--- src/sv/wisdp_pkg.sv ---
package wisdp_pkg;

  localparam int MAX_INTERVALS = 1024;
  localparam int TIME_BITS     = 16;
  localparam int IDX_W         = $clog2(MAX_INTERVALS);
  localparam int CNT_W         = IDX_W + 1;
  localparam int QDEPTH        = 4;
  localparam int QPTR_W        = $clog2(QDEPTH);

  typedef logic [TIME_BITS-1:0] time_t;

  typedef enum logic [0:0] {
    CFG_WINDOW_LOW  = 1'b0,
    CFG_WINDOW_HIGH = 1'b1
  } cfg_idx_t;

  typedef struct packed {
    time_t start_time;
    time_t end_time;
    logic  last_item;
  } item_t;

  typedef struct packed {
    time_t best_total;
    logic  overflow;
  } result_t;

  // request as it travels from front to back
  typedef struct packed {
    time_t start_time;
    time_t end_time;
    logic  keep;
    logic  last_item;
  } qitem_t;

  typedef struct packed {
    time_t end_time;
    time_t start_time;
  } key_t;

  typedef enum logic [3:0] {
    B_IDLE,
    B_INS_RD,
    B_INS_CMP,
    B_SOLVE,
    B_DP_RD,
    B_DP_KEY,
    B_BS,
    B_BS_CMP,
    B_BEST_WAIT,
    B_DP_UPD
  } back_state_t;

endpackage

--- src/sv/wisdp_front.sv ---
module wisdp_front import wisdp_pkg::*; (
  input  logic   clk,
  input  logic   rst,
  input  logic   start,
  input  item_t  item,
  output logic   busy,
  input  logic   cfg_we,
  input  logic   cfg_idx,
  input  time_t  cfg_data,
  output logic   q_valid,
  output qitem_t q_data,
  input  logic   q_pop
);

  time_t window_low;
  time_t window_high;

  qitem_t            fifo [QDEPTH];
  logic [QPTR_W-1:0] wr_ptr;
  logic [QPTR_W-1:0] rd_ptr;
  logic [QPTR_W:0]   cnt;

  logic   keep;
  logic   push;
  qitem_t push_data;

  assign busy = (cnt == QPTR_W'(0) + (QPTR_W+1)'(QDEPTH));
  assign keep = (item.start_time >= window_low) && (item.end_time <= window_high) &&
                (item.end_time >= item.start_time);
  // rejected items only matter when they close the set
  assign push = start && !busy && (keep || item.last_item);
  assign push_data = '{start_time: item.start_time, end_time: item.end_time,
                       keep: keep, last_item: item.last_item};

  assign q_valid = (cnt != '0);
  assign q_data  = fifo[rd_ptr];

  always_ff @(posedge clk) begin
    if (rst) begin
      window_low  <= '0;
      window_high <= '1;
    end else if (cfg_we) begin
      case (cfg_idx_t'(cfg_idx))
        CFG_WINDOW_LOW:  window_low  <= cfg_data;
        CFG_WINDOW_HIGH: window_high <= cfg_data;
        default: ;
      endcase
    end
  end

  always_ff @(posedge clk) begin
    if (push) begin
      fifo[wr_ptr] <= push_data;
    end
  end

  always_ff @(posedge clk) begin
    if (rst) begin
      wr_ptr <= '0;
      rd_ptr <= '0;
      cnt    <= '0;
    end else begin
      if (push) begin
        wr_ptr <= wr_ptr + 1'b1;
      end
      if (q_pop) begin
        rd_ptr <= rd_ptr + 1'b1;
      end
      if (push && !q_pop) begin
        cnt <= cnt + 1'b1;
      end else if (!push && q_pop) begin
        cnt <= cnt - 1'b1;
      end
    end
  end

endmodule

--- config.mk ---
export PLATFORM = sky130hd
export DESIGN_NAME = wisdp_front
export DESIGN_NICKNAME = d
export VERILOG_FILES = /design/src/sv/wisdp_pkg.sv /design/src/sv/wisdp_front.sv
export SDC_FILE = /design/constraint.sdc
export NUM_CORES = 1
export LEC_CHECK = 0
export ABC_AREA = 1
export BUFFER_PORTS_ARGS = -buffer_cell sky130_fd_sc_hd__buf_2
export CORE_MARGIN = 1.5
export CORE_UTILIZATION = 40
export CTS_CLUSTER_SIZE = 14
export DETAILED_ROUTE_END_ITERATION = 7
export HOLD_SLACK_MARGIN = 0.02
export PLACE_DENSITY = 0.55
export SLEW_MARGIN = 0
export SYNTH_ARGS = -nofsm -noshare
export SYNTH_HDL_FRONTEND = slang
export SYNTH_SLANG_ARGS = --single-unit
--- constraint.sdc ---
create_clock -name clk -period 4.05 [get_ports clk]
set_input_delay 0.6075 -clock clk [delete_from_list [all_inputs] [get_ports clk]]
set_output_delay 0.6075 -clock clk [all_outputs]
set_load 0.03 [all_outputs]
==> results.py <==
metrics = {
    "routing": {
        "first_iter_violations": 336,
        "ant_nets": 0,
        "wl_per_cell_um": 17.7,
        "wl_mm": 19.2,
        "remaining_drc_errors": 0,
        "via_per_inst": 5.05,
        "first_pass_iters": 4,
        "route.vias.total": 5465,
    },
    "setup_path": {
        "worstPathRequired_ns": 3.44,
        "start_kind": "flip-flop",
        "path_max_fanout": 47,
        "path_class": "flip-flop to output pin",
        "cp-end-kind": "output pin",
        "arrival_ns": 2.20,
    },
    "clock_network": {
        "cts_resized": 0,
        "cts.reportedPaths.clkPinSlew_ns": 0.06,
        "clk_latency_ns": 0.44,
        "cts.sinks": 177,
        "cts_root_buf": "clkbuf_16",
        "cts_buffers": 17,
        "holdBufCountCts": 0,
        "cts_setup_buffers": 0,
        "cts_tree": "yes",
        "cts_htree_levels": 4,
        "cts_max_path_buffers": 2,
    },
    "pwr": {
        "pwr-share-comb_pct": 15.4,
        "power_leakage_nw": 3.75,
        "power_density_nw_per_um2": 477,
        "ir_drop_mv": 0.291,
        "switching_share_pct": 27.6,
        "p_sw_mw": 1.21,
        "p_int_mw": 3.18,
        "p_seq_share_pct": 47.5,
        "pwr-share-clk_pct": 37.1,
    },
    "sta": {
        "hold_viol": 0,
        "min_period_over_period_pct": 69.2,
        "setup_viol": 0,
        "tightest_slew_ns": 1.05,
        "slew_headroom_pct": 29.8,
        "post-route-min-period_ns": 2.80,
        "skew_ns": 0.0168,
        "rsz0062_at_grt": "false",
        "fin_setup_tns_ns": 0,
        "max_freq_mhz": 357,
        "drv_slew": 0,
    },
    "floorplan": {
        "num_rows": 51,
        "io_pins": 91,
        "dieWidth_um": 143,
        "core_area_um2": 19300,
        "fp.dieH_um": 143,
        "die_area_um2": 20500,
        "initial_core_util_pct": 40.6,
    },
    "min_path": {
        "min_path_type": "primary input to flip-flop",
    },
    "global_route": {
        "grt_usage_pct": 19.6,
        "grt_max_degree": 69,
        "grt_pass1_vias": 5293,
        "gr-total-overflow": 0,
        "antenna_found_initial": 0,
        "grt_pass1_wl_mm": 29.4,
    },
    "synthesis": {
        "netlist_area_um2": 7850,
        "synth_ff_type": "edfxtp_1",
        "synth_area_per_cell_um2": 10.9,
        "ys_warn_count": 0,
        "synth_commonest_cells": "edfxtp_1, nor2_1, o21ai_0",
        "synth_largest_area_cell": "edfxtp_1",
        "synth.most_common_cell": "edfxtp_1",
        "syn-num-nets": 827,
        "synthTopCellsByArea": "edfxtp_1, dfxtp_1, ha_1",
        "ys_ff_latch": 177,
        "synth-edff-count": 136,
        "synth_top_area_share_pct": 52.0,
        "synth_cells": 718,
        "ys_seq_area_share_pct": 62.5,
        "async_flop_share_pct": 0,
        "yosysUniqueCellTypes": 31,
    },
    "placement": {
        "io_buffer_count": 90,
        "gp_congestion": 0.846,
        "dpl.hpwl_mm": 13.0,
    },
    "status": {
        "status": "complete, no violations",
    },
    "final_layout": {
        "syn_to_final_growth_pct": 17.4,
        "antenna_cells": 0,
        "fin_util_pct": 47.6,
        "layout.nets": 914,
        "drive_gt1_share_pct": 18.2,
    },
    "flow_run": {
        "maxCapViolCount": 0,
    },
}
## power groups by stage
| stage | Combinational [mW] | Clock [mW] | Sequential (mW) |
|---|---|---|---|
| 2_1_floorplan | 0.435 | 0 | 2.12 |
| 3_3_place_gp | 0.666 | 0 | 2.12 |
| 3_5_place_dp | 0.685 | 0 | 2.13 |
| 4_1_cts | 0.689 | 1.65 | 2.09 |
| 5_1_grt | 0.750 | 1.73 | 2.09 |
| 6_report | 0.678 | 1.63 | 2.09 |
## placed cells by master, fill, tap and decap left out, types with 3 or more instances in the layout
master and n:
buf_4 6, buf_12 3, a21o_1 3, nand3_1 4, clkbuf_16 17, inv_6 3
nor2_4 5, o211ai_1 15, inv_2 3, inv_1 80, dfxtp_1 40, clkinv_4 6
a21oi_1 36, o22ai_1 34, o21ai_0 91, edfxtp_1 136, ha_1 53, buf_2 90
nor2_1 91, nand2_1 75, nand3_2 4
## final cells by class
cell class | count | area, µm²
multi-input combinational | 427 | 2520
sequential | 177 | 4910
inverter | 83 | 312
fill | 1802 | 10100
clock inverter | 13 | 154
clock buffer | 19 | 433
tap | 265 | 332
timing repair buffer | 99 | 556
## worst max-delay path: stages, from the launching register on
cell	delay [ns]
dfxtp_2	0.32
inv_2	0.55
buf_4	0.37
o21ai_0	0.11
o22ai_1	0.16
buf_2	0.24
## logic make-up (layout without fill, tap and decap cells)
kind of cell             Yosys count  count (layout)  share of synthesized area [%]
flip-flops                       177             177                           62.5
AND/OR/NAND/NOR                  190             190                           10.1
buffers and inverters            114             214                           5.77
XOR/XNOR                           1               1                          0.112
AO/OA/AOI/OAI                    182             182                           12.8
adder cells (fa/ha/maj)           54              54                           8.70
## worst paths after layout
kind	startpoint	end	slack, ns	depth (start not counted)
worst max-delay path	flip-flop	q_data[23]	1.25	5
worst max register to register	window_high[5]	cnt[2]	1.30	20
worst min-delay path	rst	rd_ptr[1]	0.36	2
worst min register to register	window_low[11]	window_low[11]	0.46	2
## per-layer routing
| metal | routed length [µm] | up-vias | GRT usage [%] |
|---|---|---|---|
| met2 | 9280 | 97 | 32.2 |
| li1 | - | 2676 | - |
| met3 | 744 | 25 | 3.82 |
| met4 | 293 | 0 | 6.35 |
| met5 | 0 | - | 0 |
| met1 | 8900 | 2667 | 26.3 |
## stage by stage
stage	area (µm²)	setup slack, ns	cells	power, mW	hold slack, ns
floorplan	7850	0.604	718	2.56	0.433
global route	9210	0.977	1083	4.57	0.345
detailed placement	8630	0.817	1051	2.81	0.455
global placement	8630	0.923	1051	2.79	0.447
finish	9210	1.25	1083	4.39	0.358
CTS	9210	1.18	1083	4.42	0.344
## flip-flops by register name (all words and copies together), names as in the netlist, named ones only
signal / cells
cnt: 3
fifo: 136
rd_ptr: 2
window_high: 16
window_low: 16
wr_ptr: 2
Power figures use the tool's default switching activity.
